## src/hw/rtl/canaf_pkg.sv

```systemverilog
package canaf_pkg;

    // Item kinds carried on the input tuser.
    localparam logic [1:0] KIND_CONFIG = 2'd0;
    localparam logic [1:0] KIND_CLEAR  = 2'd1;
    localparam logic [1:0] KIND_FRAME  = 2'd2;

    // Result status carried on the output tuser.
    localparam logic [1:0] ST_OK      = 2'd0;
    localparam logic [1:0] ST_ILLEGAL = 2'd1;
    localparam logic [1:0] ST_NOMATCH = 2'd2;

    // Register select, taken from paddr[2].
    localparam logic REG_ACTIVE = 1'b0;
    localparam logic REG_RTR    = 1'b1;

    localparam int IN_TDATA_W  = 112;
    localparam int OUT_TDATA_W = 88;
    localparam logic [3:0] MAX_LEN = 4'd8;

    // Input item, last declared field in the lowest bits.
    typedef struct packed {
        logic [4:0]  pad;
        logic [63:0] frame_data;
        logic [3:0]  frame_length;
        logic        frame_rtr;
        logic [10:0] frame_ident;
        logic        filter_rtr;
        logic [10:0] filter_mask;
        logic [10:0] filter_ident;
        logic [3:0]  entry_index;
    } in_item_t;

    // Result item, last declared field in the lowest bits.
    typedef struct packed {
        logic [4:0]  pad;
        logic [63:0] out_data;
        logic [3:0]  out_length;
        logic [10:0] out_ident;
        logic [3:0]  matched_entry;
    } out_item_t;

    // Sequencer states.
    typedef enum logic [2:0] {
        ST_IDLE = 3'b001,
        ST_SCAN = 3'b010,
        ST_DONE = 3'b100
    } state_t;

    // Zero the payload bytes at or above the length.
    function automatic logic [63:0] trim_payload(input logic [63:0] data,
                                                 input logic [3:0] len);
        logic [63:0] res;
        res = '0;
        for (int b = 0; b < 8; b++)
        begin
            res[b*8 +: 8] = (4'(b) < len) ? data[b*8 +: 8] : 8'h00;
        end
        return res;
    endfunction

endpackage

```

## src/hw/rtl/can_rx_acceptance_filter_bank.sv

```systemverilog
// CAN receive acceptance filter bank for standard identifiers.
// Input items arrive on s_axis; tuser holds the kind (configure entry,
// clear all entries, received frame) and tdata the entry or frame fields.
// Every input item gives exactly one result item on m_axis; tuser holds the
// status and tdata the matched entry and the accepted frame.
// Configure and clear items need no scan; their result moves into the output
// register once that register is free.
// A frame item scans the valid entries in index order through one shared
// compare unit fed by a synchronous table read, one entry per cycle, and
// stops at the first hit; only entries below min(active_entries, ENTRIES)
// are scanned.
// s_axis_tready is high only while the sequencer is idle, so the next item
// is taken the cycle after the previous result has moved into the output
// register.
// When the receiver stalls, the output register holds its item, one more
// item may be accepted and worked through, and it then waits until the
// output register frees up.
// Reset clears the registers, all entry valid bits and the output valid.
// The registers active_entries and rtr_enable are written over the APB port.
module can_rx_acceptance_filter_bank #(
    parameter int ENTRIES = 16
) (
    input  logic         clk,
    input  logic         rst_n,
    // Input items.
    input  logic         s_axis_tvalid,
    output logic         s_axis_tready,
    // entry_index[3:0], filter_ident[14:4], filter_mask[25:15],
    // filter_rtr[26], frame_ident[37:27], frame_rtr[38],
    // frame_length[42:39], frame_data[106:43], zero pad above.
    input  logic [canaf_pkg::IN_TDATA_W-1:0] s_axis_tdata,
    // kind[1:0]
    input  logic [1:0]   s_axis_tuser,
    // Result items.
    output logic         m_axis_tvalid,
    input  logic         m_axis_tready,
    // matched_entry[3:0], out_ident[14:4], out_length[18:15],
    // out_data[82:19], zero pad above.
    output logic [canaf_pkg::OUT_TDATA_W-1:0] m_axis_tdata,
    // status[1:0]
    output logic [1:0]   m_axis_tuser,
    // Configuration port.
    input  logic         psel,
    input  logic         penable,
    input  logic         pwrite,
    input  logic [2:0]   paddr,
    input  logic [31:0]  pwdata,
    output logic [31:0]  prdata,
    output logic         pready
);

    localparam int AW   = (ENTRIES > 1) ? $clog2(ENTRIES) : 1;
    localparam int CW   = $clog2(ENTRIES + 1);
    localparam int CMPW = (CW > 5) ? CW : 5;
    localparam int WW   = 23;

    canaf_pkg::state_t    state_reg, state_next;
    canaf_pkg::in_item_t  in_item;
    canaf_pkg::out_item_t out_item;

    logic [4:0]         active_reg;
    logic               rtr_enable_reg;
    logic [ENTRIES-1:0] entry_valid_reg;

    // Entry table: {mask[10:0], rtr, ident[10:0]}.
    logic [WW-1:0]      entry_mem [ENTRIES];
    logic [WW-1:0]      rd_word_reg;
    logic [CW-1:0]      rd_idx_reg;
    logic               rd_pend_reg;
    logic               rd_valid_reg;

    logic [CW-1:0]      issue_cnt_reg;
    logic [CW-1:0]      scan_lim_reg;
    logic [11:0]        key_reg;

    logic [1:0]         res_status_reg;
    logic [3:0]         res_entry_reg;
    logic [10:0]        frm_ident_reg;
    logic [3:0]         frm_len_reg;
    logic [63:0]        frm_data_reg;

    logic [1:0]         out_status_reg;
    logic [3:0]         out_entry_reg;
    logic [10:0]        out_ident_reg;
    logic [3:0]         out_len_reg;
    logic [63:0]        out_data_reg;
    logic               out_valid_reg;

    logic               in_fire;
    logic               cfg_write;
    logic [CMPW-1:0]    limit;
    logic               cfg_legal;
    logic               issue;
    logic               hit;
    logic               scan_end;
    logic               out_load;
    logic [3:0]         sat_len;

    assign in_item = canaf_pkg::in_item_t'(s_axis_tdata);

    // Handshakes.
    assign s_axis_tready = (state_reg == canaf_pkg::ST_IDLE);
    assign in_fire       = s_axis_tvalid && s_axis_tready;
    assign pready        = 1'b1;
    assign cfg_write     = psel && penable && pwrite && pready;

    // Entries in use: the smaller of the register and the bank size.
    assign limit = (CMPW'(active_reg) < CMPW'(ENTRIES)) ? CMPW'(active_reg)
                                                         : CMPW'(ENTRIES);

    assign cfg_legal = (CMPW'(in_item.entry_index) < limit)
                    && !(in_item.filter_rtr && !rtr_enable_reg);

    assign sat_len = (in_item.frame_length > canaf_pkg::MAX_LEN) ? canaf_pkg::MAX_LEN
                                                                 : in_item.frame_length;

    // Scan control: compare the entry read last cycle, issue the next read.
    assign hit = rd_pend_reg && rd_valid_reg
              && (((key_reg ^ rd_word_reg[11:0]) & {1'b1, rd_word_reg[22:12]}) == 12'd0);
    assign scan_end = (state_reg == canaf_pkg::ST_SCAN) && !hit
                   && (issue_cnt_reg == scan_lim_reg);
    assign issue = (state_reg == canaf_pkg::ST_SCAN) && !hit
                && (issue_cnt_reg != scan_lim_reg);

    assign out_load = (state_reg == canaf_pkg::ST_DONE)
                   && (!out_valid_reg || m_axis_tready);

    // Next state.
    always_comb
    begin
        state_next = state_reg;
        unique case (state_reg)
            canaf_pkg::ST_IDLE:
            begin
                if (in_fire)
                begin
                    state_next = (s_axis_tuser == canaf_pkg::KIND_FRAME) ? canaf_pkg::ST_SCAN
                                                                         : canaf_pkg::ST_DONE;
                end
            end
            canaf_pkg::ST_SCAN:
            begin
                if (hit || scan_end)
                begin
                    state_next = canaf_pkg::ST_DONE;
                end
            end
            canaf_pkg::ST_DONE:
            begin
                if (out_load)
                begin
                    state_next = canaf_pkg::ST_IDLE;
                end
            end
            default:
            begin
                state_next = canaf_pkg::ST_IDLE;
            end
        endcase
    end

    // Control registers.
    always_ff @(posedge clk or negedge rst_n)
    begin
        if (!rst_n)
        begin
            state_reg       <= canaf_pkg::ST_IDLE;
            active_reg      <= '0;
            rtr_enable_reg  <= 1'b0;
            entry_valid_reg <= '0;
            rd_pend_reg     <= 1'b0;
            rd_valid_reg    <= 1'b0;
            issue_cnt_reg   <= '0;
            out_valid_reg   <= 1'b0;
        end
        else
        begin
            state_reg <= state_next;

            // Register writes.
            if (cfg_write)
            begin
                unique case (paddr[2])
                    canaf_pkg::REG_ACTIVE: active_reg     <= pwdata[4:0];
                    canaf_pkg::REG_RTR:    rtr_enable_reg <= pwdata[0];
                    default:               active_reg     <= active_reg;
                endcase
            end

            // Valid bits: set on a legal configure, cleared by a clear item.
            if (in_fire && (s_axis_tuser == canaf_pkg::KIND_CONFIG) && cfg_legal)
            begin
                entry_valid_reg[AW'(in_item.entry_index)] <= 1'b1;
            end
            else if (in_fire && (s_axis_tuser == canaf_pkg::KIND_CLEAR))
            begin
                entry_valid_reg <= '0;
            end

            // Scan read pipeline.
            if (in_fire)
            begin
                issue_cnt_reg <= '0;
                rd_pend_reg   <= 1'b0;
            end
            else if (issue)
            begin
                issue_cnt_reg <= issue_cnt_reg + CW'(1);
                rd_pend_reg   <= 1'b1;
                rd_valid_reg  <= entry_valid_reg[issue_cnt_reg[AW-1:0]];
            end
            else
            begin
                rd_pend_reg <= 1'b0;
            end

            // Output register.
            if (out_load)
            begin
                out_valid_reg <= 1'b1;
            end
            else if (m_axis_tready)
            begin
                out_valid_reg <= 1'b0;
            end
        end
    end

    // Entry table: one write port, one registered read port.
    always_ff @(posedge clk)
    begin
        if (in_fire && (s_axis_tuser == canaf_pkg::KIND_CONFIG) && cfg_legal)
        begin
            entry_mem[AW'(in_item.entry_index)] <= {in_item.filter_mask,
                                                    in_item.filter_rtr,
                                                    in_item.filter_ident};
        end
        if (issue)
        begin
            rd_word_reg <= entry_mem[issue_cnt_reg[AW-1:0]];
            rd_idx_reg  <= issue_cnt_reg;
        end
    end

    // Item payload and result.
    always_ff @(posedge clk)
    begin
        if (in_fire)
        begin
            scan_lim_reg <= CW'(limit);
            key_reg      <= {in_item.frame_rtr, in_item.frame_ident};
            res_entry_reg <= 4'd0;
            priority if (s_axis_tuser == canaf_pkg::KIND_FRAME)
            begin
                res_status_reg <= canaf_pkg::ST_NOMATCH;
                frm_ident_reg  <= in_item.frame_ident;
                frm_len_reg    <= sat_len;
                frm_data_reg   <= canaf_pkg::trim_payload(in_item.frame_data, sat_len);
            end
            else
            begin
                frm_ident_reg <= '0;
                frm_len_reg   <= '0;
                frm_data_reg  <= '0;
                if (s_axis_tuser == canaf_pkg::KIND_CLEAR
                    || (s_axis_tuser == canaf_pkg::KIND_CONFIG && cfg_legal))
                begin
                    res_status_reg <= canaf_pkg::ST_OK;
                end
                else
                begin
                    res_status_reg <= canaf_pkg::ST_ILLEGAL;
                end
            end
        end
        else if ((state_reg == canaf_pkg::ST_SCAN) && hit)
        begin
            res_status_reg <= canaf_pkg::ST_OK;
            res_entry_reg  <= 4'(rd_idx_reg);
        end
        else if (scan_end)
        begin
            frm_ident_reg <= '0;
            frm_len_reg   <= '0;
            frm_data_reg  <= '0;
        end

        if (out_load)
        begin
            out_status_reg <= res_status_reg;
            out_entry_reg  <= res_entry_reg;
            out_ident_reg  <= frm_ident_reg;
            out_len_reg    <= frm_len_reg;
            out_data_reg   <= frm_data_reg;
        end
    end

    // Result item packing.
    always_comb
    begin
        out_item               = '0;
        out_item.matched_entry = out_entry_reg;
        out_item.out_ident     = out_ident_reg;
        out_item.out_length    = out_len_reg;
        out_item.out_data      = out_data_reg;
    end

    assign m_axis_tvalid = out_valid_reg;
    assign m_axis_tdata  = out_item;
    assign m_axis_tuser  = out_status_reg;

    // Register read-back.
    always_comb
    begin
        unique case (paddr[2])
            canaf_pkg::REG_ACTIVE: prdata = {27'd0, active_reg};
            canaf_pkg::REG_RTR:    prdata = {31'd0, rtr_enable_reg};
            default:               prdata = 32'd0;
        endcase
    end

endmodule
```

## config.mk

```make
export PLATFORM = sky130hd
export DESIGN_NAME = can_rx_acceptance_filter_bank
export DESIGN_NICKNAME = d
export VERILOG_FILES = /design/src/hw/rtl/canaf_pkg.sv /design/src/hw/rtl/can_rx_acceptance_filter_bank.sv
export SDC_FILE = /design/constraint.sdc
export NUM_CORES = 1
export LEC_CHECK = 0
export BUFFER_PORTS_ARGS = -buffer_cell sky130_fd_sc_hd__buf_2
export CORE_ASPECT_RATIO = 1.75
export CORE_MARGIN = 2
export CORE_UTILIZATION = 54
export CTS_BUF_LIST = sky130_fd_sc_hd__clkbuf_8 sky130_fd_sc_hd__clkbuf_16
export DETAILED_ROUTE_END_ITERATION = 7
export HOLD_SLACK_MARGIN = 0.15
export MAX_ROUTING_LAYER = met4
export PLACE_DENSITY = 0.75
export SLEW_MARGIN = 10
export SYNTH_ARGS = -nofsm -noshare
export SYNTH_HDL_FRONTEND = slang
export SYNTH_SLANG_ARGS = --single-unit
```

## constraint.sdc

```tcl
create_clock -name clk -period 9.85 [get_ports clk]
set_input_delay 0.4925 -clock clk [delete_from_list [all_inputs] [get_ports clk]]
set_output_delay 0.4925 -clock clk [all_outputs]
set_load 0.01 [all_outputs]
```

==> results of run 1 <==
## layer usage
metal / global-route usage / wire, microns / vias to the layer above
li1: - / - / 4885
met1: 0.254 / 17100 / 5714
met2: 0.386 / 25600 / 438
met3: 0.0324 / 2770 / 112
met4: 0.0886 / 1850 / 0
met5: - / 0 / -
## cells by family after synthesis
logic type,Yosys count,share of synthesized area
flops,615,0.783
simple gates,176,0.0474
mux,133,0.121
buf+inv,85,0.0216
compound gates,58,0.0182
xor+xnor,17,0.00638
fa+ha+maj,4,0.00214
other cells,2,0.000322
## where the power goes
| part | leakage (nW) | internal (W) | switching (W) |
|---|---|---|---|
| Clock | 0.835 | 0.00110 | 0.000872 |
| Sequential | 5.75 | 0.00308 | 0.0000818 |
| Combinational | 2.66 | 0.000269 | 0.000345 |
| Total | 9.25 | 0.00445 | 0.00130 |
## path summary, 6_finish.rpt
kind,startpoint,end,slack [ps],cells past startpoint
max,issue_cnt_reg[0],rd_word_reg[15],6180,4
min,pwdata[0],active_reg[0],170,2
max reg2reg,issue_cnt_reg[0],rd_word_reg[15],6180,4
min reg2reg,frm_len_reg[2],out_len_reg[2],410,0
max in group asynchronous,rst_n,issue_cnt_reg[0],8760,2
min in group asynchronous,rst_n,active_reg[1],520,2
## critical path, delay by kind of cell (launching register included)
family   cells  cell delay [ps]
buf+inv      2             1330
mux          2             1140
flops        1              840
## synth_stat cells, types with 8 or more instances
cell | count | area [sq um]
xor2_1 | 17 | 149
nor4_2 | 10 | 125
buf_4 | 33 | 248
nand2_1 | 17 | 63.8
edfxtp_1 | 578 | 17400
inv_1 | 11 | 41.3
nor2_1 | 16 | 60.1
buf_2 | 12 | 60.1
mux4_2 | 119 | 2680
a22o_1 | 16 | 140
and3_1 | 25 | 156
a21oi_1 | 16 | 80.1
mux2_2 | 8 | 90.1
o21ai_0 | 9 | 45.0
and2_1 | 58 | 363
clkbuf_1 | 20 | 75.1
nand2b_1 | 11 | 68.8
dfrtp_1 | 32 | 801
nor2b_1 | 10 | 62.6
## per-stage QoR
step                cells  hold slack (ps)
floorplan            1121              197
global placement     1848              401
detailed placement   1848              405
CTS                  1955              150
global route         1960              174
finish               1960              173
## layout by cell type, fill, tap and decap left out, drive strengths merged, types with 18 or more instances in the layout
cell	instances
conb	33
and2	58
inv	30
nand2	18
mux4	119
buf	237
dfrtp	32
edfxtp	578
and3	25
clkbuf	51
## repair_timing
item / CTS / global route
hold endpoints to repair: 48 / 0
hold buffers: 17 / 0
buffers inserted: 0 / 0
## cell type report
cell class	count	area, sq um
Fill cell	2891	15600
Clock buffer	51	1280
Timing Repair Buffer	254	1420
Sequential cell	615	18300
Inverter	14	52.6
Multi-Input combinational cell	421	4820
Clock inverter	39	338
Antenna cell	5	12.5
Tap cell	561	702
==> results by group, run 1 <==
Status
  – Outcome: finished, final reports clean

Pwr
  – Power per cell area: between 200 and 250 nW/um^2
  – Overall power: about 0.0057 W
  – Static Leak: 9.25 nW
  – Maximum VDD drop: approximately 0.12 mV

Worst setup path
  – Startpoint Class: flip-flop
  – Worst-path fanout max: 40
  – Required time worst endpoint: 10160 ps
  – Crit. End Element: flip-flop
  – Crit-path cells: buf_4 > buf_4 > mux4_2 > mux4_2
  – Crit Path Class: reg2reg
  – CP max-delay cell: dfrtp_4
  – CP arrival: between 3000 and 4000 ps
  – CP peak stage delay: between 800 and 900 ps

GRT
  – Number of global-route vias before repair: approximately 12000
  – Tot GR Track Use: 0.220
  – Antenna violations before repair: 5
  – Total gr overflow: 0
  – Largest net degree at the start of global routing: 80
  – Wire length of the first global-routing pass: 70600 microns

Finish
  – Final Cell Area: 26900 sq um
  – Layout cells sized above 1: 0.335
  – Nets: 1516
  – Area added between synthesis and finish: 15.2%
  – Final Core Density: 0.632
  – Largest register FFs: about 370

Route
  – # DRC: 0
  – Vias: between 10000 and 15000
  – Final ANT Viol Nets: 0
  – DR pass1 iterations: 5
  – Vias per cell: between 5 and 6
  – Average wire per standard cell: 24.1 microns
  – Drt initial violations: around 1100
  – Total Wirelength: around 47000 microns

CTS
  – Clk buf depth: 3
  – Clock Sinks: between 600 and 700
  – Total CTS buffers: 50
  – Post-CTS resize count: 0
  – CTS H-tree depth: 2
  – Root Driver: clkbuf_16
  – Worst-skew pair later-pin latency: a little under 600 ps
  – CTS tree: yes
  – Register clock-pin slew on the reported worst setup and hold paths: approximately 70 ps

Yosys
  – FF+latch count, synth: just over 600
  – EDFF count, synth: 578
  – Share of synthesized registers carrying an async set or reset: 0.0537
  – Ys Warns: 0
  – Post-Syn Instances: roughly 1100
  – Seq/Total Area, Yosys: 0.783
  – Post-synth top flop: edfxtp_1
  – Syn avg cell area: between 20 and 25 sq um
  – Cell area after synthesis: approximately 23000 sq um
  – Yosys cell types: 50

Timing
  – Final setup margin: 6180 ps
  – Max Fclk: about 270 MHz
  – RSZ-0062 raised after global routing: false
  – Final hold vios: 0
  – Part of the cycle the worst path needs: 0.373
  – Setup-failing EPs final: 0
  – Relative max-transition margin: 0.200
  – Worst Max-Slew Pin Slew: 1200 ps
  – Final min period: roughly 3700 ps
  – Slew Viols, Final: 0
  – Setup Skew: ~29 ps
  – Final TNS setup: 0 ps

Floorplanning
  – DIE AREA: about 45000 sq um
  – I/O Pins: ~280
  – Die Wd: between 150 and 200 microns
  – Die Ht: around 280 microns
  – Total core area: ~43000 sq um
  – Site Rows: 100
  – Starting density of the core: 0.549

Min path
  – Hold Crit Class: in2reg

Placed design
  – Placed cell area: between 20000 and 30000 sq um
  – Detail Placement HPWL: around 28000 microns
  – RePlAce Congestion: about 0.79
  – Port Buffers: 213
  – Setup WS pre-CTS: 6040 ps

Job
  – # Max-Cap Violations: 0
No activity file was read; power rests on OpenSTA's default activity.
==> run 2: changes to the inputs <==
clock period = 3.5 ns   (was 9.85 ns; I/O delays follow)
==> run 2 against run 1 <==
Net effect:
- worst hold slack gained 39 ps
- global-route usage grew 0.70 points
- combinational power grew to 3.3 times the previous value
- total power grew to 2.8 times the previous value
- clock power grew to 2.7 times the previous value
- worst setup slack lost 5700 ps
- clock skew shrank 13 ps
- critical endpoint is now entry_mem[12][15]
==> results by group, run 2 (synthesis results as in run 1) <==
GRT
  – Total gr overflow: 0
  – Largest net degree at the start of global routing: 101
  – Antenna violations before repair: 0
  – Number of global-route vias before repair: between 10000 and 15000
  – Tot GR Track Use: 0.227
  – Wire length of the first global-routing pass: roughly 74000 microns

Floorplanning
  – DIE AREA: ~45000 sq um
  – Die Wd: around 160 microns
  – Total core area: ~43000 sq um
  – Die Ht: approximately 280 microns
  – I/O Pins: 281
  – Site Rows: 100
  – Starting density of the core: 0.549

Worst setup path
  – Worst-path fanout max: 19
  – Required time worst endpoint: 3780 ps
  – Startpoint Class: flip-flop
  – Crit. End Element: flip-flop
  – Beginning of the critical path: active_reg[4]
  – Worst r2r src: active_reg[4]
  – CP arrival: about 3300 ps
  – Crit Path Class: reg2reg

Timing
  – Fin Hold WS: about 210 ps
  – Max Fclk: about 330 MHz
  – Part of the cycle the worst path needs: 0.876
  – Final min period: around 3100 ps
  – Final TNS setup: 0 ps
  – Slew Viols, Final: 0
  – Relative max-transition margin: 0.343
  – RSZ-0062 raised after global routing: false
  – Final hold vios: 0
  – Setup Skew: 16.0 ps
  – Worst Max-Slew Pin Slew: 985 ps
  – Setup-failing EPs final: 0

Pwr
  – Static Leak: around 9.8 nW
  – Overall power: between 0.015 and 0.02 W
  – Maximum VDD drop: just over 0.4 mV
  – Power per cell area: 577 nW/um^2

CTS
  – CTS H-tree depth: 2
  – CTS tree: yes
  – Clock Sinks: 615
  – Register clock-pin slew on the reported worst setup and hold paths: 70 ps
  – Total CTS buffers: slightly below 50
  – Worst-skew pair later-pin latency: slightly below 600 ps
  – Root Driver: clkbuf_16
  – Post-CTS Setup Bufs: 0
  – Clk buf depth: 3

Finish
  – Commonest cells after routing, fill and taps aside: 578 x edfxtp_1, 213 x buf_2, 130 x dlygate4sd3_1, 119 x mux4_2, 58 x and2_1
  – Final Core Density: 0.662
  – Cell Count, Final, Fillers Out: roughly 2100
  – Nets: between 1500 and 2000
  – Leading cell type in the layout, fill and taps excluded: edfxtp_1
  – Area added between synthesis and finish: 20.7%
  – Layout cells sized above 1: 0.316
  – Largest register FFs: around 370

Job
  – # Max-Cap Violations: 0

Placed design
  – RePlAce Congestion: 0.793
  – Port Buffers: between 200 and 250
  – Detail Placement HPWL: roughly 30000 microns
  – Inst Count DP: ~1900

Route
  – Total Wirelength: 49000 microns
  – Vias: 11600
  – Average wire per standard cell: between 20 and 25 microns
  – # DRC: 0
  – DR pass1 iterations: 5
  – Final ANT Viol Nets: 0
  – Drt initial violations: ~900
  – Vias per cell: roughly 5.6

Status
  – Outcome: finished, final reports clean

Min path
  – Hold Crit Class: in2async
## run 2: changes by cell type in the layout (fill, tap and decap cells not counted), sizes merged
cell	previous run	this run
dlygate4sd3	17	130
clkinv	15	30
buf	237	251
inv	30	20
diode	5	1
bufinv	6	4
clkinvlp	2	0
clkbuf	51	50
## run 2: routing by layer
layer  wire, microns  vias up  track usage
met5               0        -            -
met4            1100        0       0.0641
met3            2090       73       0.0270
met2           27900      374        0.420
met1           17900     6068        0.259
li1                -     5122            -
## run 2: critical path, stage by stage (launching register included)
cell and delay [ps]:
dfrtp_1 460, nand2b_1 200, ha_1 280, a21o_1 150, a21o_1 260, and2_1 320
nor4_2 810, buf_12 260
## run 2: repair_timing
| action | CTS | global route |
|---|---|---|
| gates resized for setup | 0 | 0 |
| hold endpoints to repair | 504 | 0 |
| hold buffers | 130 | 0 |
## run 2: final timing paths
path                       slack (ps)  cells past startpoint                  to
hold reg to reg                   410                      0    out_data_reg[55]
min in group clk                  260                      4  entry_valid_reg[0]
setup / recovery                  430                      7   entry_mem[12][15]
max in group asynchronous        2720                      2    issue_cnt_reg[0]
hold / removal                    210                      2      rtr_enable_reg
setup reg to reg                  430                      7   entry_mem[12][15]
## run 2: cell type report
class	instances	area (sq um)
sequential	615	18300
fill	2717	14400
multi-input combinational	421	4820
timing repair buffer	381	2780
clock buffer	50	1250
tap	561	702
clock inverter	40	290
inverter	14	52.6
antenna	1	2.50
## run 2: where the power goes
group / switching [W] / internal [W]
clock network: 0.00243 / 0.00289
logic: 0.00111 / 0.000926
registers: 0.000214 / 0.00867
total: 0.00376 / 0.0125
## run 2: metrics by stage
stage	worst slack (ps)	cell area, sq um
finish	434	28200
global route	286	28200
CTS	401	28200
detailed placement	406	25300
global placement	507	25300
floorplan	-761	23500
